**config.mk**
```make
export PLATFORM = sky130hd
export DESIGN_NAME = apl_fifo
export DESIGN_NICKNAME = d
export VERILOG_FILES = /design/src/design/apl_pkg.sv /design/src/design/apl_fifo.sv
export SDC_FILE = /design/constraint.sdc
export NUM_CORES = 1
export LEC_CHECK = 0
export ABC_AREA = 1
export BUFFER_PORTS_ARGS = -buffer_cell sky130_fd_sc_hd__buf_2
export CORE_MARGIN = 1
export CORE_UTILIZATION = 30
export DETAILED_ROUTE_END_ITERATION = 8
export GPL_ROUTABILITY_DRIVEN = 0
export GPL_TIMING_DRIVEN = 0
export PLACE_DENSITY = 0.59
export SYNTH_ARGS = -nofsm -noshare
export SYNTH_HDL_FRONTEND = slang
export SYNTH_SLANG_ARGS = --single-unit
```
**constraint.sdc**
```tcl
create_clock -name clk -period 1.7 [get_ports clk]
set_clock_uncertainty 0.2 [all_clocks]
set_input_delay 0.34 -clock clk [delete_from_list [all_inputs] [get_ports clk]]
set_output_delay 0.34 -clock clk [all_outputs]
set_load 0.02 [all_outputs]
```
**src/design/apl_pkg.sv**
```systemverilog
// Shared constants, register codes and types for the average pooling block.
package apl_pkg;

    localparam int SAMPLE_W   = 16;
    localparam int CFG_IDX_W  = 3;
    localparam int CFG_DATA_W = 11;
    localparam int WIN_W      = 5;
    localparam int DIV_W      = 9;
    localparam int STEP_W     = 4;

    localparam int DEF_MAX_WIDTH    = 256;
    localparam int DEF_MAX_HEIGHT   = 256;
    localparam int DEF_MAX_WINDOW   = 8;
    localparam int DEF_MAX_CHANNELS = 1024;

    localparam logic [8:0]  RST_IMAGE_WIDTH   = 9'd8;
    localparam logic [8:0]  RST_IMAGE_HEIGHT  = 9'd8;
    localparam logic [10:0] RST_CHANNEL_COUNT = 11'd1;
    localparam logic [3:0]  RST_WINDOW_SIZE   = 4'd2;
    localparam logic [3:0]  RST_STEP_SIZE     = 4'd2;

    typedef enum logic [CFG_IDX_W-1:0] {
        REG_IMAGE_WIDTH   = 3'd0,
        REG_IMAGE_HEIGHT  = 3'd1,
        REG_CHANNEL_COUNT = 3'd2,
        REG_WINDOW_SIZE   = 3'd3,
        REG_STEP_SIZE     = 3'd4
    } reg_index_t;

    // Window settings handed from the front end to the back end.
    typedef struct packed {
        logic [WIN_W-1:0] window;
        logic [DIV_W-1:0] divisor;
    } win_cfg_t;

endpackage

```
**src/design/apl_fifo.sv**
```systemverilog
// Small first-in first-out queue used between the pipeline parts.
module apl_fifo
    import apl_pkg::*;
#(
    parameter int WIDTH = 8,
    parameter int DEPTH = 2
)
(
    input  logic             clk,
    input  logic             rst_n,
    input  logic             push,
    output logic             full,
    input  logic [WIDTH-1:0] wdata,
    input  logic             pop,
    output logic             empty,
    output logic [WIDTH-1:0] rdata
);

    localparam int PW = (DEPTH > 1) ? $clog2(DEPTH) : 1;
    localparam int NW = $clog2(DEPTH + 1);

    logic [WIDTH-1:0] store_reg [DEPTH];
    logic [PW-1:0]    wr_ptr_reg;
    logic [PW-1:0]    rd_ptr_reg;
    logic [NW-1:0]    count_reg;
    logic             do_push;
    logic             do_pop;

    assign full    = (32'(count_reg) == DEPTH);
    assign empty   = (count_reg == '0);
    assign rdata   = store_reg[rd_ptr_reg];
    assign do_push = push && !full;
    assign do_pop  = pop && !empty;

    always_ff @(posedge clk)
    begin
        if (do_push)
        begin
            store_reg[wr_ptr_reg] <= wdata;
        end
    end

    always_ff @(posedge clk or negedge rst_n)
    begin
        if (!rst_n)
        begin
            wr_ptr_reg <= '0;
            rd_ptr_reg <= '0;
            count_reg  <= '0;
        end
        else
        begin
            if (do_push)
            begin
                wr_ptr_reg <= (32'(wr_ptr_reg) + 1 == DEPTH) ? '0 : wr_ptr_reg + PW'(1);
            end
            if (do_pop)
            begin
                rd_ptr_reg <= (32'(rd_ptr_reg) + 1 == DEPTH) ? '0 : rd_ptr_reg + PW'(1);
            end
            if (do_push && !do_pop)
            begin
                count_reg <= count_reg + NW'(1);
            end
            else if (do_pop && !do_push)
            begin
                count_reg <= count_reg - NW'(1);
            end
        end
    end

endmodule

```
==> impl_metrics.py <==
metrics = {
    "drt": {
        "drt_iter0_markers": 14,
        "first_pass_iters": 4,
        "antenna_left": 0,
        "avgViaCountPerCell": 4.47,
        "num_vias": 613,
        "wl_um": 1530,
        "wl_per_cell_um": 11.2,
        "drc": 0,
    },
    "global_route": {
        "grtUsageTotal_pct": 10.9,
        "grt_pass1_wl_um": 2150,
        "grt_pass1_vias": 500,
        "antenna_found_initial": 0,
        "overflow": 0,
        "grt_max_degree": 13,
    },
    "synthesis": {
        "avgSynthCellArea_um2": 11.2,
        "synth_seq_area_share_pct": 71.3,
        "synth-compound-area-share_pct": 1.23,
        "synth_nets": 86,
        "synthAdderAreaFrac_pct": 1.54,
        "synth_cell_types": 15,
        "synth_top_cells_by_area": "edfxtp_1 59%, nand2_1 15%, dfrtp_1 12%",
        "netlist_area_um2": 815,
        "ys_warn_count": 0,
        "yosysTopAreaCellShare_pct": 59.0,
        "synth-simple-area-share_pct": 20.6,
        "synthMuxAreaShare_pct": 0,
        "ys_seq_elements": 20,
        "yosysTopAreaCell": "edfxtp_1",
        "synth_xor_area_share_pct": 1.08,
        "syn_inst": 73,
        "synth_top_family_by_area": "simple AND/OR/NAND/NOR gates",
    },
    "timing": {
        "tightest_slew_ns": 0.434,
        "min_period_ns": 1.73,
        "final_max_slew_viol_count": 0,
        "max_slew_margin_pct": 71.0,
        "finalWorstSetupSlack_ns": -0.0324,
        "period_share_pct": 102,
        "rsz0062_at_grt": "true",
        "setup_viol": 6,
        "final.setup.tns_ns": -0.115,
        "hold_violations": 0,
        "max_freq_ghz": 0.577,
    },
    "setup_path": {
        "end_kind": "primary output",
        "crit_fanout": 5,
        "worst_path_max_delay_cell": "dfrtp_1",
        "critPathMaxStageDelay_ns": 0.40,
        "arrival_ns": 1.19,
        "worstSetupPathType": "reg2out",
        "worstPathCellList": "buf_4 > buf_6 > nand2_1 > nand2_1 > buf_2",
        "path_common_cell": "nand2_1",
        "path_delay_family": "buffers and inverters",
        "start_kind": "flip-flop",
        "critPathRequiredTime_ns": 1.16,
        "cp_num_buf_inv": 3,
    },
    "placement": {
        "placed_cell_area_um2": 957,
        "dp_cells": 124,
        "place_ws_ns": -0.0388,
        "place.detailed.hpwl_um": 995,
        "portBuffers": 21,
    },
    "power_and_ir_drop": {
        "ir_drop_mv": 1.11,
        "power.leakage_nw": 0.529,
        "finalPower_mw": 2.16,
        "power_density_nw_per_um2": 1890,
    },
    "worst_hold_path": {
        "hold_class": "in2reg",
    },
    "floorplan": {
        "core_area_um2": 2520,
        "fp.dieW_um": 54.1,
        "io_pins": 22,
        "die_area_um2": 2930,
        "num_rows": 18,
        "initial_core_util_pct": 32.3,
        "die_h_um": 54.1,
    },
    "job": {
        "max-cap-violations": 0,
    },
    "clocking": {
        "clkTransAtPathRegs_ns": 0.11,
        "root_buffer": "clkbuf_4",
        "cts_tree": "done",
        "cts_buffer_depth": 2,
        "clock_latency_ns": 0.29,
        "cts_buffers": 3,
        "clock-sinks": 20,
        "htreeDepth": 1,
    },
    "cells_and_area": {
        "final_nets": 121,
        "syn2layout_area_growth_pct": 40.2,
        "layout_commonest_cell": "nand2_1",
        "final_cell_mix": "32 x nand2_1, 16 x edfxtp_1, 13 x buf_2",
        "drive_gt1_share_pct": 38.3,
        "antenna_cells": 0,
        "largest_reg_flops": 16,
        "finish.instance_area_um2": 1140,
        "final_cells": 137,
    },
    "outcome": {
        "status": "finished, violations left",
        "violations": "negative setup slack",
    },
}
layer usage:
layer	wire length (µm)	track usage [%]	share of wire, %
met5	0	0	0
met4	10	3.85	0.65
met3	89	5.08	5.8
met2	754	17.9	49
met1	673	12.3	44
worst reg2reg max path: cells and delay by family, from the launching register on:
| family | cells | cell delay [ns] |
|---|---|---|
| flip-flops | 1 | 0.43 |
| buffers and inverters | 2 | 0.38 |
| AND/OR/NAND/NOR | 3 | 0.21 |
per-stage QoR:
step                util (%)  hold slack, ns
finish                  45.3          0.0193
detailed placement      37.9         -0.0482
global placement        37.9         -0.0480
floorplan                  -          -0.156
global route            45.3        0.000759
CTS                     42.6         0.00472
power by group:
group,total (mW),internal [mW],switching [mW]
logic,1.03,0.459,0.568
clock network,0.379,0.238,0.140
registers,0.755,0.683,0.0716
cell usage after synthesis:
master,instances
nand2_1,33
edfxtp_1,16
inv_1,6
dfrtp_1,4
inv_2,2
nor2_1,2
o21ai_1,2
buf_2,1
ha_1,1
nand3_1,1
nand3b_1,1
nand4_1,1
nor2_2,1
nor2_4,1
xnor2_1,1
what timing repair did:
item / in CTS / in global routing
cloned: 1 / 1
pin swaps: 0 / 2
hold buffers: 1 / 0
endpoints found under the hold margin: 4 / 0
setup endpoints to repair: 17 / 10
resized for setup: 10 / 12
setup buffers: 3 / 3
cell families (layout without fill, tap and decap cells):
kind of cell	Yosys count	in the layout
adders and majority gates	1	1
and+or+nand+nor	40	40
buffers and inverters	9	43
xor gates and xnor gates	1	1
AOI/OAI and AO/OA	2	2
DFF	20	20
path summary, 6_finish.rpt:
check	slack [ns]	cells after the start	from	to
max	-0.03	5	rd_ptr_reg	rdata[1]
max reg2reg	0.15	5	count_reg[1]	store_reg[0][5]
min in group asynchronous	0.17	2	rst_n	count_reg[0]
min reg2reg	0.31	2	wr_ptr_reg	wr_ptr_reg
min	0.02	1	wdata[3]	store_reg[0][3]
max in group asynchronous	1.00	2	rst_n	count_reg[0]
area by class of cell:
cell class	count	area, µm²
Inverter	8	32.5
Fill cell	258	1380
Timing Repair inverter	1	7.51
Buffer	1	11.3
Timing Repair Buffer	29	210
Clock buffer	3	22.5
Tap cell	30	37.5
Sequential cell	20	582
Multi-Input combinational cell	44	209
Clock inverter	1	30.0
Power figures use the tool's default switching activity.
