**config.mk**
```make
export PLATFORM = sky130hd
export DESIGN_NAME = apl_front
export DESIGN_NICKNAME = d
export VERILOG_FILES = /design/src/design/apl_pkg.sv /design/src/design/apl_front.sv
export SDC_FILE = /design/constraint.sdc
export NUM_CORES = 1
export LEC_CHECK = 0
export ABC_AREA = 1
export BUFFER_PORTS_ARGS = -buffer_cell sky130_fd_sc_hd__buf_2
export CAP_MARGIN = 10
export CORE_MARGIN = 4
export CORE_UTILIZATION = 54
export DETAILED_ROUTE_END_ITERATION = 10
export PLACE_DENSITY_LB_ADDON = 0.05
export SLEW_MARGIN = 5
export SYNTH_ARGS = -nofsm -noshare
export SYNTH_HDL_FRONTEND = slang
export SYNTH_SLANG_ARGS = --single-unit
export TNS_END_PERCENT = 20
```
**constraint.sdc**
```tcl
create_clock -name clk -period 3 [get_ports clk]
set_input_delay 0.3 -clock clk [delete_from_list [all_inputs] [get_ports clk]]
set_output_delay 0.3 -clock clk [all_outputs]
set_load 0.01 [all_outputs]
```
**src/design/apl_pkg.sv**
```systemverilog
// Shared constants, register codes and types for the average pooling block.
package apl_pkg;

    localparam int SAMPLE_W   = 16;
    localparam int CFG_IDX_W  = 3;
    localparam int CFG_DATA_W = 11;
    localparam int WIN_W      = 5;
    localparam int DIV_W      = 9;
    localparam int STEP_W     = 4;

    localparam int DEF_MAX_WIDTH    = 256;
    localparam int DEF_MAX_HEIGHT   = 256;
    localparam int DEF_MAX_WINDOW   = 8;
    localparam int DEF_MAX_CHANNELS = 1024;

    localparam logic [8:0]  RST_IMAGE_WIDTH   = 9'd8;
    localparam logic [8:0]  RST_IMAGE_HEIGHT  = 9'd8;
    localparam logic [10:0] RST_CHANNEL_COUNT = 11'd1;
    localparam logic [3:0]  RST_WINDOW_SIZE   = 4'd2;
    localparam logic [3:0]  RST_STEP_SIZE     = 4'd2;

    typedef enum logic [CFG_IDX_W-1:0] {
        REG_IMAGE_WIDTH   = 3'd0,
        REG_IMAGE_HEIGHT  = 3'd1,
        REG_CHANNEL_COUNT = 3'd2,
        REG_WINDOW_SIZE   = 3'd3,
        REG_STEP_SIZE     = 3'd4
    } reg_index_t;

    // Window settings handed from the front end to the back end.
    typedef struct packed {
        logic [WIN_W-1:0] window;
        logic [DIV_W-1:0] divisor;
    } win_cfg_t;

endpackage

```
**src/design/apl_front.sv**
```systemverilog
// Front end: configuration registers, sample position tracking and window classification.
module apl_front
    import apl_pkg::*;
#(
    parameter int MAX_WIDTH    = DEF_MAX_WIDTH,
    parameter int MAX_HEIGHT   = DEF_MAX_HEIGHT,
    parameter int MAX_WINDOW   = DEF_MAX_WINDOW,
    parameter int MAX_CHANNELS = DEF_MAX_CHANNELS,
    parameter int CMD_W        = 32
)
(
    input  logic                  clk,
    input  logic                  rst_n,
    input  logic                  cfg_valid,
    input  logic [CFG_IDX_W-1:0]  cfg_index,
    input  logic [CFG_DATA_W-1:0] cfg_data,
    input  logic                  push,
    input  logic [SAMPLE_W-1:0]   sample,
    input  logic                  cmd_full,
    output logic                  cmd_push,
    output logic [CMD_W-1:0]      cmd_data,
    output win_cfg_t              win_cfg
);

    localparam int CW  = (MAX_WIDTH > 1) ? $clog2(MAX_WIDTH) : 1;
    localparam int RW  = (MAX_HEIGHT > 1) ? $clog2(MAX_HEIGHT) : 1;
    localparam int PLW = (MAX_CHANNELS > 1) ? $clog2(MAX_CHANNELS) : 1;
    localparam int SR  = (MAX_WINDOW > 1) ? (MAX_WINDOW - 1) : 1;
    localparam int RSW = (SR > 1) ? $clog2(SR) : 1;
    localparam int CSW = (MAX_WINDOW > 1) ? $clog2(MAX_WINDOW) : 1;
    localparam int WW  = $clog2(MAX_WIDTH + 1);
    localparam int HW  = $clog2(MAX_HEIGHT + 1);
    localparam int CHW = $clog2(MAX_CHANNELS + 1);

    typedef struct packed {
        logic [SAMPLE_W-1:0] sample;
        logic [CW-1:0]       col;
        logic [RSW-1:0]      rslot;
        logic [CSW-1:0]      cslot;
        logic                vert;
        logic                emit;
        logic                last;
    } cmd_t;

    logic [8:0]        width_reg;
    logic [8:0]        height_reg;
    logic [10:0]       channels_reg;
    logic [3:0]        window_reg;
    logic [3:0]        step_reg;
    logic [CW-1:0]     col_reg;
    logic [RW-1:0]     row_reg;
    logic [PLW-1:0]    plane_reg;
    logic [RSW-1:0]    rslot_reg;
    logic [CSW-1:0]    cslot_reg;
    logic [STEP_W-1:0] phx_reg;
    logic [STEP_W-1:0] phy_reg;

    logic [WW-1:0]     w_eff;
    logic [HW-1:0]     h_eff;
    logic [CHW-1:0]    ch_eff;
    logic [WIN_W-1:0]  f_eff;
    logic [STEP_W-1:0] s_eff;
    logic              fits_x;
    logic              fits_y;
    logic              row_end;
    logic              plane_end;
    logic              accept;
    logic [STEP_W-1:0] phx_inc;
    logic [STEP_W-1:0] phy_inc;
    cmd_t              cmd;

    // Out-of-range settings saturate to the supported range.
    always_comb
    begin
        if (width_reg == '0)
            w_eff = WW'(1);
        else if (32'(width_reg) > MAX_WIDTH)
            w_eff = WW'(MAX_WIDTH);
        else
            w_eff = WW'(width_reg);

        if (height_reg == '0)
            h_eff = HW'(1);
        else if (32'(height_reg) > MAX_HEIGHT)
            h_eff = HW'(MAX_HEIGHT);
        else
            h_eff = HW'(height_reg);

        if (channels_reg == '0)
            ch_eff = CHW'(1);
        else if (32'(channels_reg) > MAX_CHANNELS)
            ch_eff = CHW'(MAX_CHANNELS);
        else
            ch_eff = CHW'(channels_reg);

        if (window_reg == '0)
            f_eff = WIN_W'(1);
        else if (32'(window_reg) > MAX_WINDOW)
            f_eff = WIN_W'(MAX_WINDOW);
        else
            f_eff = WIN_W'(window_reg);

        s_eff = (step_reg == '0) ? STEP_W'(1) : step_reg;
    end

    assign win_cfg.window  = f_eff;
    assign win_cfg.divisor = DIV_W'(f_eff) * DIV_W'(f_eff);

    assign accept    = push && !cmd_full;
    assign fits_x    = (32'(col_reg) + 1 >= 32'(f_eff));
    assign fits_y    = (32'(row_reg) + 1 >= 32'(f_eff));
    assign row_end   = (32'(col_reg) + 1 == 32'(w_eff));
    assign plane_end = (32'(row_reg) + 1 == 32'(h_eff));
    assign phx_inc   = phx_reg + STEP_W'(1);
    assign phy_inc   = phy_reg + STEP_W'(1);

    // A window completes when it fits and both origin phases are zero; it is the
    // last of the frame when none fits further right or below, in the last plane.
    always_comb
    begin
        cmd.sample = sample;
        cmd.col    = col_reg;
        cmd.rslot  = rslot_reg;
        cmd.cslot  = cslot_reg;
        cmd.vert   = fits_y;
        cmd.emit   = fits_x && fits_y && (phx_reg == '0) && (phy_reg == '0);
        cmd.last   = cmd.emit
                     && (32'(col_reg) + 32'(s_eff) >= 32'(w_eff))
                     && (32'(row_reg) + 32'(s_eff) >= 32'(h_eff))
                     && (32'(plane_reg) + 1 >= 32'(ch_eff));
    end

    assign cmd_push = accept;
    assign cmd_data = cmd;

    always_ff @(posedge clk or negedge rst_n)
    begin
        if (!rst_n)
        begin
            width_reg    <= RST_IMAGE_WIDTH;
            height_reg   <= RST_IMAGE_HEIGHT;
            channels_reg <= RST_CHANNEL_COUNT;
            window_reg   <= RST_WINDOW_SIZE;
            step_reg     <= RST_STEP_SIZE;
            col_reg      <= '0;
            row_reg      <= '0;
            plane_reg    <= '0;
            rslot_reg    <= '0;
            cslot_reg    <= '0;
            phx_reg      <= '0;
            phy_reg      <= '0;
        end
        else if (cfg_valid)
        begin
            case (reg_index_t'(cfg_index))
                REG_IMAGE_WIDTH:   width_reg    <= cfg_data[8:0];
                REG_IMAGE_HEIGHT:  height_reg   <= cfg_data[8:0];
                REG_CHANNEL_COUNT: channels_reg <= cfg_data;
                REG_WINDOW_SIZE:   window_reg   <= cfg_data[3:0];
                REG_STEP_SIZE:     step_reg     <= cfg_data[3:0];
                default:           ;
            endcase
            // Any known register restarts the frame.
            if (cfg_index <= REG_STEP_SIZE)
            begin
                col_reg   <= '0;
                row_reg   <= '0;
                plane_reg <= '0;
                rslot_reg <= '0;
                cslot_reg <= '0;
                phx_reg   <= '0;
                phy_reg   <= '0;
            end
        end
        else if (accept)
        begin
            if (row_end)
            begin
                col_reg   <= '0;
                cslot_reg <= '0;
                phx_reg   <= '0;
                if (plane_end)
                begin
                    row_reg   <= '0;
                    rslot_reg <= '0;
                    phy_reg   <= '0;
                    plane_reg <= (32'(plane_reg) + 1 >= 32'(ch_eff)) ? '0
                                 : plane_reg + PLW'(1);
                end
                else
                begin
                    row_reg   <= row_reg + RW'(1);
                    rslot_reg <= (32'(rslot_reg) + 1 == SR) ? '0 : rslot_reg + RSW'(1);
                    if (fits_y)
                    begin
                        phy_reg <= (phy_inc == s_eff) ? '0 : phy_inc;
                    end
                end
            end
            else
            begin
                col_reg   <= col_reg + CW'(1);
                cslot_reg <= (32'(cslot_reg) + 1 == MAX_WINDOW) ? '0 : cslot_reg + CSW'(1);
                if (fits_x)
                begin
                    phx_reg <= (phx_inc == s_eff) ? '0 : phx_inc;
                end
            end
        end
    end

endmodule

```
==> results.sh <==
export IMPL_end_kind="output pin"
export IMPL_fillers=1021
export IMPL_std_cell_rows=39
export IMPL_cts_root_buf="clkbuf_16"
export IMPL_status="complete, but fails checks"
export IMPL_crit_path_max_fanout=3
export IMPL_period_share_pct=114
export IMPL_start_kind="flip-flop"
export IMPL_cap_violations=0
export IMPL_ys_types=40
export IMPL_grt_max_degree=78
export IMPL_fmax_mhz=293
export IMPL_n_antenna_cell=0
export IMPL_power_density_nw_per_um2=669
export IMPL_synthAdderAreaFrac_pct=12.3
export IMPL_nets=1016
export IMPL_tritoncts="done"
export IMPL_worstSetupPathType="flip-flop to output pin"
export IMPL_gp_congestion=0.881
export IMPL_critPathSlowestCell="dfstp_2"
export IMPL_cp_depth=18
export IMPL_place_inst=1045
export IMPL_track_usage_pct=25.6
export IMPL_routed_via_density=5.43
export IMPL_synth_edff_count=0
export IMPL_grt_pass1_vias=5590
export IMPL_p_total_mw=4.83
export IMPL_cpPeakStageDelay_ns=0.56
export IMPL_die_area_um2=13500
export IMPL_rsz0062_at_grt="yes"
export IMPL_p_leak_nw=3.80
export IMPL_cts_max_path_buffers=2
export IMPL_antenna_left=0
export IMPL_synth_compound_area_share_pct=9.02
export IMPL_fin_cells=1069
export IMPL_relSlewSlack_pct=31.6
export IMPL_fin_skew_ns=0.00350
export IMPL_numCtsBuffers=9
export IMPL_synth_area_um2=6310
export IMPL_drtIter0Drc=307
export IMPL_route_detailed_drc=0
export IMPL_synth_top_family_by_area="simple AND/OR/NAND/NOR gates"
export IMPL_yosys_most_used_dff="dfrtp_1"
export IMPL_clock_latency_ns=0.35
export IMPL_place_port_buffers=47
export IMPL_grt_pass1_wl_mm=27.0
export IMPL_ys_async_sr_fraction_pct=100
export IMPL_worstPathArrival_ns=3.12
export IMPL_clkTransAtPathRegs_ns=0.06
export IMPL_hold_class="primary input to asynchronous set/reset pin"
export IMPL_wl_per_cell_um=15.4
export IMPL_ys_ff_latch=77
export IMPL_drive_above_1_share_pct=18.6
export IMPL_hold_viol_final=0
export IMPL_finalMaxSlewViolations=0
export IMPL_synthMuxAreaShare_pct=0.179
export IMPL_initial_utilization_pct=55.2
export IMPL_setup_ws_ns=-0.416
export IMPL_dieHeight_um=116
export IMPL_yosysSeqAreaShare_pct=30.6
export IMPL_coreArea_um2=11400
export IMPL_synthSimpleGateAreaFrac_pct=31.5
export IMPL_ir_drop_v=0.000384
export IMPL_critPathBufInv=1
export IMPL_synthXorXnorAreaFrac_pct=6.39
export IMPL_crit_chain="o21bai_4 -> ha_4 -> fa_2 -> xor2_1 -> ha_1 -> nand2_1 -> o211ai_1 -> nand3_1 -> nand2_1 -> nand3_1 -> nand2_1 -> nand2_1 -> nand2_1 -> nand2_1 -> nand2_2 -> nand2_4 -> nor2_4 -> buf_6"
export IMPL_grt_antenna_before_repair=0
export IMPL_io_pin_count=82
export IMPL_finish_utilization_pct=63.2
export IMPL_totalWireLength_mm=16.5
export IMPL_violations="setup timing"
export IMPL_crit_top_cell="nand2_1"
export IMPL_cts_htree_levels=3
export IMPL_yosysWarnings=0
export IMPL_worstPathRequired_ns=2.70
export IMPL_cp_top_family="adder cells"
export IMPL_avgSynthCellArea_um2=7.26
export IMPL_fin_crit_ns=3.42
export IMPL_dp_hpwl_mm=12.5
export IMPL_worst_pin_slew_ns=1.03
export IMPL_holdBufCountCts=0
export IMPL_firstDrtPassIters=5
export IMPL_reg2reg_depth=16
export IMPL_largest_reg_flops=11
export IMPL_synthCells=869
export IMPL_fp_dieW_um=116
export IMPL_finalSetupViolations=1
export IMPL_cts_sinks=77
export IMPL_via_count=5804
export IMPL_area_growth_syn_to_layout_pct=14.4
export IMPL_grt_ovfl_total=0
[cells by family (layout without fill, tap and decap cells)]
group	Yosys count	count (layout)
other cells	1	5
simple gates	449	449
fa+ha+maj	60	60
buf+inv	136	189
compound gates	99	99
xor+xnor	46	46
mux	1	1
flops	77	77
[final timing paths]
check	slack (ns)	startpoint	to
setup reg to reg	0.22	plane_reg[1]$_DFFE_PN0P_	plane_reg[2]$_DFFE_PN0P_
max in group asynchronous	2.14	rst_n	plane_reg[1]$_DFFE_PN0P_
hold reg to reg	0.48	plane_reg[9]$_DFFE_PN0P_	plane_reg[9]$_DFFE_PN0P_
setup / recovery	-0.42	step_reg[1]$_DFFE_PN1P_	cmd_data[0]
min in group clk	0.18	cfg_data[9]	channels_reg[9]$_DFFE_PN0P_
hold / removal	0.08	rst_n	height_reg[5]$_DFFE_PN0P_
[placed cells by master, fill, tap and decap left out, types with 7 or more instances in the layout]
| cell type | n |
|---|---|
| nand2_1 | 243 |
| inv_1 | 87 |
| nor2_1 | 73 |
| dfrtp_1 | 70 |
| nand3_1 | 56 |
| ha_1 | 51 |
| o21ai_0 | 48 |
| buf_2 | 44 |
| xor2_1 | 37 |
| nand4_1 | 34 |
| buf_4 | 32 |
| a21oi_1 | 19 |
| o21ai_2 | 15 |
| clkbuf_16 | 9 |
| xnor2_1 | 7 |
| nand2_2 | 7 |
[where the power goes]
part | total [mW] | switching [mW] | leakage (nW) | internal, mW
Sequential | 1.45 | 0.221 | 0.995 | 1.23
Combinational | 2.22 | 1.29 | 2.65 | 0.935
Clock | 1.16 | 0.448 | 0.158 | 0.708
[layout make-up]
cell class	count	area (µm²)	share of cell area, %
clock buffers	12	267	3.69
repair buffers	80	505	7.00
flip-flops and latches	77	1940	26.8
well taps	143	179	2.48
multi-input cells	660	3940	54.6
clock inverters	4	45.0	0.624
inverters	93	349	4.84
[layer usage]
layer	part of all wire, %	wire length, µm	GRT usage [%]
met5	0	0	0
met4	2.6	429	8.58
met3	5.4	894	5.33
met2	49	8080	43.2
met1	43	7060	32.9
[synth_stat cells, types with 4 or more instances]
| cell | n | area [µm²] |
|---|---|---|
| nand2_1 | 246 | 923 |
| inv_1 | 89 | 334 |
| nor2_1 | 76 | 285 |
| dfrtp_1 | 72 | 1800 |
| nand3_1 | 58 | 290 |
| ha_1 | 57 | 713 |
| o21ai_0 | 50 | 250 |
| xor2_1 | 38 | 333 |
| nand4_1 | 34 | 213 |
| buf_4 | 26 | 195 |
| a21oi_1 | 22 | 110 |
| o21ai_2 | 13 | 114 |
| clkbuf_1 | 11 | 41.3 |
| xnor2_1 | 8 | 70.1 |
| dfstp_2 | 5 | 131 |
| nand2_2 | 5 | 31.3 |
| nor3_1 | 5 | 25.0 |
| o22ai_1 | 5 | 31.3 |
| buf_2 | 4 | 20.0 |
| inv_2 | 4 | 15.0 |
| nand3_2 | 4 | 40.0 |
| nor2_2 | 4 | 25.0 |
| nor4_1 | 4 | 25.0 |
| or2_2 | 4 | 25.0 |
[stage by stage]
stage	TNS, ns	cell area (µm²)	setup WS, ns	hold WS (ns)
floorplan	0	6330	0.0376	0.00441
global placement	-0.126	6660	-0.126	0.458
detailed placement	-0.197	6660	-0.197	0.465
CTS	-0.463	7040	-0.377	0.166
global route	-0.652	7220	-0.563	0.185
finish	-0.416	7220	-0.416	0.0752
[repair_timing]
item	4_1_cts	5_1_grt
buffers inserted	2	6
pin swaps	6	16
endpoints found under the hold margin	0	0
gates resized for setup	18	26
setup endpoints to repair	2	13
gates cloned	0	0
Power figures use the tool's default switching activity.
